[src/design/assert_macros.svh]
// ----------------------------------------------------------------------------
// assertion macros
// concurrent property checks, compiled out for synthesis
// ----------------------------------------------------------------------------
`ifndef ASSERT_MACROS_SVH
`define ASSERT_MACROS_SVH

`ifndef SYNTHESIS
// antecedent implies consequent in the same cycle
`define ASSERT_SAME(lbl, clk, rst_n, ante, cons) \
  lbl: assert property (@(posedge clk) disable iff (!(rst_n)) (ante) |-> (cons)) \
    else $error("assertion failed");
// antecedent implies consequent in the next cycle
`define ASSERT_NEXT(lbl, clk, rst_n, ante, cons) \
  lbl: assert property (@(posedge clk) disable iff (!(rst_n)) (ante) |=> (cons)) \
    else $error("assertion failed");
`else
`define ASSERT_SAME(lbl, clk, rst_n, ante, cons)
`define ASSERT_NEXT(lbl, clk, rst_n, ante, cons)
`endif

`endif

[src/design/pmm_pkg.sv]
// ----------------------------------------------------------------------------
// pmm_pkg
// shared types and constants of the pulse period meter
// ----------------------------------------------------------------------------
package pmm_pkg;

  localparam int unsigned NumCh = 3;
  localparam int unsigned ChW   = 2;

  localparam logic [ChW-1:0] LastCh     = ChW'(NumCh - 1);
  localparam logic [15:0]    SatPeriod  = 16'hFFFF;
  localparam logic [7:0]     TickDivRst = 8'd10;

  // per-channel result captured by a lane
  typedef struct packed {
    logic        edge_seen;
    logic [15:0] period;
    logic [15:0] min_period;
    logic [15:0] max_period;
    logic [15:0] window_count;
    logic [31:0] running_sum;
  } lane_res_t;

  // one sample tick as seen by every lane
  typedef struct packed {
    logic accept;
    logic clear_window;
    logic clear_sum;
  } lane_ctl_t;

endpackage

[src/design/pmm_if.sv]
// ----------------------------------------------------------------------------
// pmm channel interfaces
// tick input and per-channel result output, valid/ready handshake
// ----------------------------------------------------------------------------
interface pmm_in_if;
  logic valid;
  logic ready;
  logic pin_zero;
  logic pin_one;
  logic pin_two;
  logic clear_window;
  logic clear_sum;

  modport source (
    output valid, pin_zero, pin_one, pin_two, clear_window, clear_sum,
    input  ready
  );
  modport sink (
    input  valid, pin_zero, pin_one, pin_two, clear_window, clear_sum,
    output ready
  );
endinterface

interface pmm_out_if;
  logic        valid;
  logic        ready;
  logic [1:0]  channel;
  logic        edge_seen;
  logic [15:0] period;
  logic [15:0] min_period;
  logic [15:0] max_period;
  logic [15:0] window_count;
  logic [31:0] running_sum;
  logic        ms_strobe;
  logic        last;

  modport source (
    output valid, channel, edge_seen, period, min_period, max_period,
           window_count, running_sum, ms_strobe, last,
    input  ready
  );
  modport sink (
    input  valid, channel, edge_seen, period, min_period, max_period,
           window_count, running_sum, ms_strobe, last,
    output ready
  );
endinterface

[src/design/pmm_lane.sv]
// ----------------------------------------------------------------------------
// pmm_lane
// one channel: edge detect, period counter, window min/max and counts
// ----------------------------------------------------------------------------
module pmm_lane
  import pmm_pkg::*;
(
  input  logic      clk_i,
  input  logic      rst_ni,
  input  lane_ctl_t ctl_i,
  input  logic      level_i,
  output lane_res_t res_o
);

  logic        prev_q, prev_d;
  logic        counting_q, counting_d;
  logic [15:0] run_q, run_d;
  logic [15:0] latched_q, latched_d;
  logic [15:0] min_q, min_d;
  logic [15:0] max_q, max_d;
  logic [15:0] count_q, count_d;
  logic [31:0] sum_q, sum_d;

  logic        edge_fall;
  logic [15:0] run_inc;

  always_comb begin
    // clears act before this tick's update
    count_d = ctl_i.clear_window ? 16'd0 : count_q;
    min_d   = ctl_i.clear_window ? SatPeriod : min_q;
    max_d   = ctl_i.clear_window ? 16'd0 : max_q;
    sum_d   = ctl_i.clear_sum ? 32'd0 : sum_q;

    run_inc    = (counting_q && run_q != SatPeriod) ? run_q + 16'd1 : run_q;
    edge_fall  = prev_q && !level_i;
    run_d      = run_inc;
    counting_d = counting_q;
    latched_d  = latched_q;

    if (edge_fall) begin
      count_d = count_d + 16'd1;
      sum_d   = sum_d + 32'd1;
      // first edge only starts the counter
      if (counting_q) begin
        latched_d = run_inc;
        if (run_inc < min_d) begin
          min_d = run_inc;
        end
        if (run_inc > max_d && run_inc != SatPeriod) begin
          max_d = run_inc;
        end
      end
      run_d      = 16'd0;
      counting_d = 1'b1;
    end
    prev_d = level_i;
  end

  always_ff @(posedge clk_i or negedge rst_ni) begin
    if (!rst_ni) begin
      prev_q     <= 1'b0;
      counting_q <= 1'b0;
      run_q      <= 16'd0;
      latched_q  <= 16'd0;
      min_q      <= SatPeriod;
      max_q      <= 16'd0;
      count_q    <= 16'd0;
      sum_q      <= 32'd0;
    end else if (ctl_i.accept) begin
      prev_q     <= prev_d;
      counting_q <= counting_d;
      run_q      <= run_d;
      latched_q  <= latched_d;
      min_q      <= min_d;
      max_q      <= max_d;
      count_q    <= count_d;
      sum_q      <= sum_d;
    end
  end

  assign res_o = '{
    edge_seen:    edge_fall,
    period:       latched_d,
    min_period:   min_d,
    max_period:   max_d,
    window_count: count_d,
    running_sum:  sum_d
  };

endmodule

[src/design/pmm_merge.sv]
// ----------------------------------------------------------------------------
// pmm_merge
// gathers the lane results of a tick and sends them out one per transaction
// ----------------------------------------------------------------------------
module pmm_merge
  import pmm_pkg::*;
(
  input  logic             clk_i,
  input  logic             rst_ni,
  input  logic             load_i,
  input  lane_res_t        lane_res_i [NumCh],
  input  logic             strobe_i,
  output logic             free_o,
  pmm_out_if.source        res_o
);

  logic            pend_valid_q;
  lane_res_t       pend_res_q [NumCh];
  logic            pend_strobe_q;

  logic            ser_valid_q;
  lane_res_t       ser_res_q [NumCh];
  logic            ser_strobe_q;
  logic [ChW-1:0]  idx_q;

  logic            out_acc;
  logic            ser_done;
  logic            load_ser;
  lane_res_t       cur;

  assign out_acc  = res_o.valid && res_o.ready;
  assign ser_done = out_acc && (idx_q == LastCh);
  assign load_ser = pend_valid_q && (!ser_valid_q || ser_done);
  assign free_o   = !pend_valid_q;

  // staging buffer, one tick deep
  always_ff @(posedge clk_i or negedge rst_ni) begin
    if (!rst_ni) begin
      pend_valid_q <= 1'b0;
    end else if (load_i) begin
      pend_valid_q <= 1'b1;
    end else if (load_ser) begin
      pend_valid_q <= 1'b0;
    end
  end

  always_ff @(posedge clk_i) begin
    if (load_i) begin
      pend_res_q    <= lane_res_i;
      pend_strobe_q <= strobe_i;
    end
  end

  // output stage walks through the channels
  always_ff @(posedge clk_i or negedge rst_ni) begin
    if (!rst_ni) begin
      ser_valid_q <= 1'b0;
      idx_q       <= '0;
    end else if (load_ser) begin
      ser_valid_q <= 1'b1;
      idx_q       <= '0;
    end else if (ser_done) begin
      ser_valid_q <= 1'b0;
    end else if (out_acc) begin
      idx_q <= idx_q + ChW'(1);
    end
  end

  always_ff @(posedge clk_i) begin
    if (load_ser) begin
      ser_res_q    <= pend_res_q;
      ser_strobe_q <= pend_strobe_q;
    end
  end

  assign cur = ser_res_q[idx_q];

  assign res_o.valid        = ser_valid_q;
  assign res_o.channel      = idx_q;
  assign res_o.edge_seen    = cur.edge_seen;
  assign res_o.period       = cur.period;
  assign res_o.min_period   = cur.min_period;
  assign res_o.max_period   = cur.max_period;
  assign res_o.window_count = cur.window_count;
  assign res_o.running_sum  = cur.running_sum;
  assign res_o.ms_strobe    = ser_strobe_q;
  assign res_o.last         = (idx_q == LastCh);

endmodule

[src/design/multi_channel_pulse_period_meter.sv]
// ----------------------------------------------------------------------------
// multi_channel_pulse_period_meter
// three-channel pulse period meter with window min/max and edge counts
// ----------------------------------------------------------------------------
// Each accepted tick transaction updates all three channel lanes in the same
// cycle and yields three result transactions, channel 0 to 2, with last set on
// channel 2. The results leave through a single output register one per
// cycle while the result channel is ready; the first result of a tick passes
// through the staging buffer and then the output register. A one-tick staging
// buffer lets the next tick be taken while the previous tick's results are
// still going out. tick_divide is written through cfg_we_i/cfg_wdata_i and
// does not reset the millisecond divider.
`include "assert_macros.svh"

module multi_channel_pulse_period_meter
  import pmm_pkg::*;
(
  input  logic       clk_i,
  input  logic       rst_ni,
  input  logic       cfg_we_i,
  input  logic [7:0] cfg_wdata_i,
  pmm_in_if.sink     tick_i,
  pmm_out_if.source  res_o
);

  logic       tick_acc;
  logic       merge_free;
  lane_ctl_t  ctl;
  logic [NumCh-1:0] levels;
  lane_res_t  lane_res [NumCh];

  logic [7:0] tick_div_q;
  logic [7:0] tick_cnt_q, tick_cnt_d;
  logic [7:0] tick_inc;
  logic       strobe;

  assign tick_i.ready = merge_free;
  assign tick_acc     = tick_i.valid && tick_i.ready;

  assign ctl = '{
    accept:       tick_acc,
    clear_window: tick_i.clear_window,
    clear_sum:    tick_i.clear_sum
  };
  assign levels = {tick_i.pin_two, tick_i.pin_one, tick_i.pin_zero};

  always_ff @(posedge clk_i or negedge rst_ni) begin
    if (!rst_ni) begin
      tick_div_q <= TickDivRst;
    end else if (cfg_we_i) begin
      tick_div_q <= cfg_wdata_i;
    end
  end

  // millisecond divider, wraps through 255 when it misses the match
  assign tick_inc   = tick_cnt_q + 8'd1;
  assign strobe     = (tick_inc == tick_div_q);
  assign tick_cnt_d = strobe ? 8'd0 : tick_inc;

  always_ff @(posedge clk_i or negedge rst_ni) begin
    if (!rst_ni) begin
      tick_cnt_q <= 8'd0;
    end else if (tick_acc) begin
      tick_cnt_q <= tick_cnt_d;
    end
  end

  for (genvar c = 0; c < NumCh; c++) begin : g_lane
    pmm_lane u_lane (
      .clk_i   (clk_i),
      .rst_ni  (rst_ni),
      .ctl_i   (ctl),
      .level_i (levels[c]),
      .res_o   (lane_res[c])
    );
  end

  pmm_merge u_merge (
    .clk_i      (clk_i),
    .rst_ni     (rst_ni),
    .load_i     (tick_acc),
    .lane_res_i (lane_res),
    .strobe_i   (strobe),
    .free_o     (merge_free),
    .res_o      (res_o)
  );

  `ASSERT_SAME(a_last_on_final_ch, clk_i, rst_ni, res_o.valid, res_o.last == (res_o.channel == LastCh))
  `ASSERT_SAME(a_ch_in_range, clk_i, rst_ni, res_o.valid, res_o.channel != 2'd3)
  `ASSERT_SAME(a_max_unsat, clk_i, rst_ni, res_o.valid, res_o.max_period != SatPeriod)
  `ASSERT_NEXT(a_stage_fills, clk_i, rst_ni, tick_acc, !tick_i.ready)

endmodule

[src/flat_wrapper.sv]
// flat-port wrapper written by rule: the top's interface ports become plain ports
module multi_channel_pulse_period_meter_flat import pmm_pkg::*;
  (clk_i, rst_ni, cfg_we_i, cfg_wdata_i, tick_i_valid, tick_i_pin_zero, tick_i_pin_one, tick_i_pin_two, tick_i_clear_window, tick_i_clear_sum, tick_i_ready, res_o_valid, res_o_channel, res_o_edge_seen, res_o_period, res_o_min_period, res_o_max_period, res_o_window_count, res_o_running_sum, res_o_ms_strobe, res_o_last, res_o_ready);
  pmm_in_if tick_i_i ();
  pmm_out_if res_o_i ();
  input  logic clk_i;
  input  logic rst_ni;
  input  logic cfg_we_i;
  input  logic [7:0] cfg_wdata_i;
  input wire logic [$bits(tick_i_i.valid)-1:0] tick_i_valid;
  input wire logic [$bits(tick_i_i.pin_zero)-1:0] tick_i_pin_zero;
  input wire logic [$bits(tick_i_i.pin_one)-1:0] tick_i_pin_one;
  input wire logic [$bits(tick_i_i.pin_two)-1:0] tick_i_pin_two;
  input wire logic [$bits(tick_i_i.clear_window)-1:0] tick_i_clear_window;
  input wire logic [$bits(tick_i_i.clear_sum)-1:0] tick_i_clear_sum;
  output wire logic [$bits(tick_i_i.ready)-1:0] tick_i_ready;
  output wire logic [$bits(res_o_i.valid)-1:0] res_o_valid;
  output wire logic [$bits(res_o_i.channel)-1:0] res_o_channel;
  output wire logic [$bits(res_o_i.edge_seen)-1:0] res_o_edge_seen;
  output wire logic [$bits(res_o_i.period)-1:0] res_o_period;
  output wire logic [$bits(res_o_i.min_period)-1:0] res_o_min_period;
  output wire logic [$bits(res_o_i.max_period)-1:0] res_o_max_period;
  output wire logic [$bits(res_o_i.window_count)-1:0] res_o_window_count;
  output wire logic [$bits(res_o_i.running_sum)-1:0] res_o_running_sum;
  output wire logic [$bits(res_o_i.ms_strobe)-1:0] res_o_ms_strobe;
  output wire logic [$bits(res_o_i.last)-1:0] res_o_last;
  input wire logic [$bits(res_o_i.ready)-1:0] res_o_ready;
  assign tick_i_i.valid = tick_i_valid;
  assign tick_i_i.pin_zero = tick_i_pin_zero;
  assign tick_i_i.pin_one = tick_i_pin_one;
  assign tick_i_i.pin_two = tick_i_pin_two;
  assign tick_i_i.clear_window = tick_i_clear_window;
  assign tick_i_i.clear_sum = tick_i_clear_sum;
  assign tick_i_ready = tick_i_i.ready;
  assign res_o_valid = res_o_i.valid;
  assign res_o_channel = res_o_i.channel;
  assign res_o_edge_seen = res_o_i.edge_seen;
  assign res_o_period = res_o_i.period;
  assign res_o_min_period = res_o_i.min_period;
  assign res_o_max_period = res_o_i.max_period;
  assign res_o_window_count = res_o_i.window_count;
  assign res_o_running_sum = res_o_i.running_sum;
  assign res_o_ms_strobe = res_o_i.ms_strobe;
  assign res_o_last = res_o_i.last;
  assign res_o_i.ready = res_o_ready;
  multi_channel_pulse_period_meter u_core (.clk_i(clk_i), .rst_ni(rst_ni), .cfg_we_i(cfg_we_i), .cfg_wdata_i(cfg_wdata_i), .tick_i(tick_i_i), .res_o(res_o_i));
endmodule
[config.mk]
export PLATFORM = sky130hd
export DESIGN_NAME = multi_channel_pulse_period_meter_flat
export DESIGN_NICKNAME = d
export VERILOG_FILES = /design/src/design/pmm_pkg.sv /design/src/design/pmm_if.sv /design/src/design/pmm_lane.sv /design/src/design/pmm_merge.sv /design/src/design/multi_channel_pulse_period_meter.sv /design/src/flat_wrapper.sv
export VERILOG_INCLUDE_DIRS = /design/src /design/src/design
export SDC_FILE = /design/constraint.sdc
export NUM_CORES = 2
export LEC_CHECK = 0
export BUFFER_PORTS_ARGS = -buffer_cell sky130_fd_sc_hd__buf_2
export CAP_MARGIN = 20
export CORE_MARGIN = 1.5
export CORE_UTILIZATION = 57
export DETAILED_ROUTE_END_ITERATION = 10
export GPL_TIMING_DRIVEN = 0
export HOLD_SLACK_MARGIN = 0.12
export PLACE_DENSITY = 0.74
export SYNTH_ARGS = -nofsm -noshare
export SYNTH_HDL_FRONTEND = slang
export SYNTH_HIERARCHICAL = 1
export SYNTH_SLANG_ARGS = --single-unit
[constraint.sdc]
create_clock -name clk_i -period 13 [get_ports clk_i]
set_clock_uncertainty 0.1 [all_clocks]
set_input_delay 2.6 -clock clk_i [delete_from_list [all_inputs] [get_ports clk_i]]
set_output_delay 2.6 -clock clk_i [all_outputs]
set_load 0.05 [all_outputs]
# Yosys cells after proc, flatten, opt, wreduce, memory -nomap -nowiden
# Cells that the tools add are included.
# op_classes
muxes	59
n_eq_ne	9
n_addsub	11
n_bitwise	1
magnitude_cmp	7
reduce_logical	26
# ops
cell	n
$mux 16	42
$bmux 97 s2	1
$mux 97	2
$mux 32	6
$add 16x1->16 const B	6
$add 32x1->32 const B	3
$ne 16x16->1 const B	6
$gt 16x16->1	3
$lt 16x16->1	3
$logic_and 1x1->1	13
$add 8x1->8 const B	1
$eq 8x8->1	1
$mux 8	1
$reduce_and 2->1	4
$mux 2	3
$reduce_bool 2->1	3
$logic_not 1->1	5
$mux 1	4
$ge 3x3->1 const B	1
$not 2->3	1
$add 2x1->2 const B	1
$eq 2x2->1 const B	1
$ne 2x1->1 const B	1
$logic_or 1x1->1	1
# totals
input_bits	18
wordCells	180
reg_bits	946

# Depth between registers and ports, before layout
# depth
word_depth	8
depth_mapped	20

# Cells and area by module
# Netlist, hierarchy kept.
# modules_own_cells
mod	area_per_inst_um2	cells_per_inst	instances
pmm_merge	19911.6	928	1
pmm_lane at u_core.g_lane[1].u_lane	7801.2	850	1
pmm_lane at u_core.g_lane[0].u_lane	7681.1	862	1
pmm_lane at u_core.g_lane[2].u_lane	7633.6	866	1
multi_channel_pulse_period_meter	1022.2	99	1

# Least setup slack after synthesis
# No wires, ideal clock.
# synth_path
kind	input-to-reg
from	input res_o_ready
to	register u_core.u_merge.ser_strobe_q, in the netlist u_core/u_merge/res_o.ms_strobe (enable)
setup_time_ns	0.953
path_stages	2
t_arrival_ns	14.839
path_buffers	0
setup_slack_ns	-2.891
path_cell_list	a21boi_0 -> nor2_1
# synth_via
elab_chain_len	4
# synth_rtl
element	line	rtl
start: declaration	flat_wrapper.sv:27	input wire logic [$bits(res_o_i.ready)-1:0] res_o_ready;
$logic_and 1x1->1	pmm_merge.sv:31	assign out_acc = res_o.valid && res_o.ready;
$logic_and 1x1->1	pmm_merge.sv:32	assign ser_done = out_acc && (idx_q == LastCh);
$logic_or 1x1->1	pmm_merge.sv:33	assign load_ser = pend_valid_q && (!ser_valid_q || ser_done);
$logic_and 1x1->1	pmm_merge.sv:33	
named net u_core.u_merge.load_ser	pmm_merge.sv:28	logic load_ser;
end signal: assignment	pmm_merge.sv:72	ser_strobe_q <= pend_strobe_q;
end: declaration	pmm_merge.sv:23	logic ser_strobe_q;
# The timed path passes the listed nets, and every way through them passes these cells.
# A chain may end at the register's enable or synchronous reset.

==> summary.md <==
| Metric | Value |
|---|---|
| Top Family by Delay on Critical Path | buffers and inverters |
| Syn Nets | 3718 |
| Min-Delay Path Depth | 0 |
| Max Cap Viol | 0 |
| Clk Latency, worst-skew pair | 0.64 ns |
| WHS | around 0.31 ns |
| Register share of total power | 39.8% |
| Synth Area per Inst | 12.2 um2 |
| Switching part of the total | 38.3% |
| Hold endpoint | u_core/u_merge/ser_res_q[66] |
| I/O Buffers | about 120 |
| RSZ-0062 raised after global routing | no |
| Violation count after the first detailed-route iteration | 2841 |
| Lkg Pwr | 19.6 nW |
| Post-CTS Resized | 0 |
| Final ANT Viol Nets | 0 |
| Drt drc | 0 |
| IO Pins | 121 |
| Fin Setup TNS | 0 ns |
| Via count | 29900 |
| Largest area contributor in the netlist | edfxtp_1 |
| Inserted Clock Buffers | 97 |
| Final wirelength | 115000 um |
| Sequential element share of the synthesized area | approximately three fifths |
| Tightest Pin Transition | between 1 and 1.5 ns |
| Share of layout cells above drive strength 1 | 17.3% |
| Clock power share | 25.6% |
| Post-Synthesis Cell Area | 0.0440 mm2 |
| Initial antenna violation count | 1 |
| Worst VDD drop | just over 0.2 mV |
| DIE HEIGHT | 281 um |
| Sw Pwr | around 4.3 mW |
| Pre-antenna DRT Iters | 6 |
| Hold path start | u_core/u_merge/pend_res_q[66] |
| Synth-to-Final Area Change | 12.7% |
| CORE AREA | between 0.07 and 0.08 mm2 |
| Top FF cell, synth | edfxtp_1 |
| Arr. time, crit path | 7.75 ns |
| Tot GR Track Use | between 20% and 30% |
| Nets@finish | 3954 |
| Clk slew on worst S/H paths | 0.06 ns |
| Buffers & Inverters on Critical Path | 5 |
| CTS HTree Levels | 3 |
| #FFs+latches synth | around 950 |
| Inserted Diodes | 0 |
| Register-to-Register Path Depth | 16 |
| Worst hold path type | register to register |
| Worst slack, placed | a little over 5 ns |
| Slowest cell on crit path | clkbuf_1 |
| Number of hold buffers added after cts | 0 |
| Die W | 281 um |
| Vias in the first global route | around 29000 |
| YS warnings | 6 |
| Commonest cells post-synth | edfxtp_1, nand2_1, dfrtp_1 |
| Fin. max-slew vios | 0 |
| GR Overflow Total | 0 |
| GP Congestion | 0.951 |
| Met1 Use GR | 39.4% |
| Internal power | 6.92 mW |
| Largest net degree at the start of global routing | 109 |
| Setup Viol. Count Final | 0 |
| Fin crit share | about 57% |
| Status | finished, final reports clean |
| Area contributors post-synth | edfxtp_1, dfrtp_1, mux2_2 |
| Worst Setup Start Kind | input pin |
| FF-to-FF setup slack | roughly 6.9 ns |
| Number of synthesized flops with an enable pin | about 600 |
| Slowest Stage Delay on Critical Path | around 0.66 ns |
| Async S/R FF share, synth | 38.3% |
| Pwr/cell area | 226 mW/mm2 |
| Crit Path Category | input pin to register |
| Grt peak-use layer | met2 |
| Post-DR wirelength/cell | 23.2 um |
| CP endpoint kind | register |
| Final min period | 7.41 ns |
| Post-synth top area share | 39.8% |
| CTS tree | yes |
| Reg-to-Reg End | u_core/u_merge/pend_res_q[48] |
| CTS Buffer Depth | 3 |
| Dpl hpwl | 81000 um |
| Setup repair bufs after CTS | 0 |
| Clock sink total | 946 |
| First-pass GRT wire length | between 150000 and 200000 um |
| Top-count cell post-synth | edfxtp_1 |
| Endpoints failing hold | 0 |
| Critical Path Fanout Max | 15 |
| Vias per inst | roughly 6.0 |
| Total die area | 0.0790 mm2 |
| Comb pwr share | 34.6% |
| Fmax | 0.135 GHz |
| Max_slew headroom | 15.1% |
| Root Driver | clkbuf_16 |
| Reg2reg start | u_core/g_lane[2].u_lane/run_q[0] |
| Final worst slack | ~5.6 ns |
| Starting density of the core | a little under 60% |
| M3 GR Usage | under 10% |
| Critical Path RT | 13.34 ns |
| Syn Inst Count | 3605 |
| Site row count | 101 |
| Critical-path cell list | buf_2 > inv_1 > clkbuf_1 > clkbuf_1 > nand2_1 > ha_1 > nand4_1 > or4_1 > a211oi_1 > a2111oi_0 > a22o_1 > nand2_1 > buf_2 > nand3_2 > o21ai_0 |
| GR Util met2 | between 40 and 50% |
| Synth unique cells | between 100 and 150 |
## placed cells by master (no fill, tap or decap), types with 23 or more instances in the layout
master     Yosys  layout
nor2b_1       51      51
clkbuf_16      0      99
ha_1          95      95
nand3_1       68      68
o22ai_1       27      27
o211ai_1      25      25
mux2i_1      144     144
nor3_1        61      61
nand2_1      322     322
mux2_2       146     146
a21oi_1       92      92
and3_1        29      29
a2bb2oi_1     48      48
a21o_1        42      42
xnor2_1      100     100
nand2b_1      50      50
dfrtp_1      312     312
nor2_1       305     304
o21ai_0      195     195
nand4_1       67      67
edfxtp_1     584     584
or3_1         28      28
dfstp_2       50      50
clkbuf_1     117     139
buf_2         32     150
buf_4         20      23
xor2_1        65      65
inv_1         98      98
o21ai_1       32      32
o2bb2ai_1     23      23
## cells by family after synthesis
family,synth area share [%]
adder cells (fa/ha/maj),2.70
AND/OR/NAND/NOR,13.1
AO/OA/AOI/OAI,10.2
buffers and inverters,3.10
XOR/XNOR,3.32
multiplexers,7.06
flip-flops,60.5
## stage by stage
step	cell area, um2	cells	power [mW]	utilization [%]
global placement	45900	4754	8.37	60.3
finish	49700	4953	11.2	65.2
floorplan	44100	3605	7.16	-
detailed placement	46300	4769	8.33	60.8
global route	49700	4953	11.7	65.2
CTS	49600	4950	11.2	65.1
## routing by layer
layer  part of all wire (%)  routed length [um]
met1                     41               47000
met4                    6.3                7250
met3                    7.4                8490
met5                      0                   0
met2                     45               52000
## area by class of cell
cell class	instances	area, um2
sequential	946	26700
fill	5672	26500
multi-input combinational	2360	16000
clock buffer	135	2740
tap	1030	1290
buffer	200	1010
timing repair buffer	137	973
clock inverter	46	581
inverter	99	372
## sequential cells by signal (all words and copies together), names as in the netlist, 8 cells and up
| name | cells |
|---|---|
| u_core/g_lane.u_lane/max_q | 48 |
| u_core/g_lane.u_lane/min_q | 48 |
| u_core/u_merge/ser_res_q | 291 |
| u_core/tick_div_q | 8 |
| u_core/u_merge/pend_res_q | 291 |
| u_core/g_lane.u_lane/sum_q | 96 |
| u_core/g_lane.u_lane/run_q | 48 |
| u_core/tick_cnt_q | 8 |
| u_core/g_lane.u_lane/latched_q | 48 |
| u_core/g_lane.u_lane/count_q | 48 |
## worst max-delay path by stage
stage	start	endpoint	slack (ns)	cells after the start
6_report	tick_i_clear_window	u_core/u_merge/pend_res_q[48]	5.59	15
5_1_grt	tick_i_clear_window	u_core/u_merge/pend_res_q[48]	5.43	15
4_1_cts	tick_i_clear_window	u_core/u_merge/pend_res_q[48]	5.83	15
3_5_place_dp	tick_i_clear_window	u_core/u_merge/pend_res_q[48]	5.19	15
3_3_place_gp	res_o_ready	u_core/u_merge/ser_res_q[265]	-1.72	3
2_1_floorplan	res_o_ready	u_core/u_merge/res_o.ms_strobe	2.06	2
## power groups by stage
stage / registers, mW / clock network (mW) / logic [mW]
2_1_floorplan: 4.49 / 0 / 2.67
3_3_place_gp: 4.66 / 0 / 3.71
3_5_place_dp: 4.51 / 0 / 3.82
4_1_cts: 4.45 / 2.92 / 3.85
5_1_grt: 4.52 / 3.03 / 4.12
6_report: 4.46 / 2.87 / 3.88
Note: power is estimated with default switching activity, not from simulation.
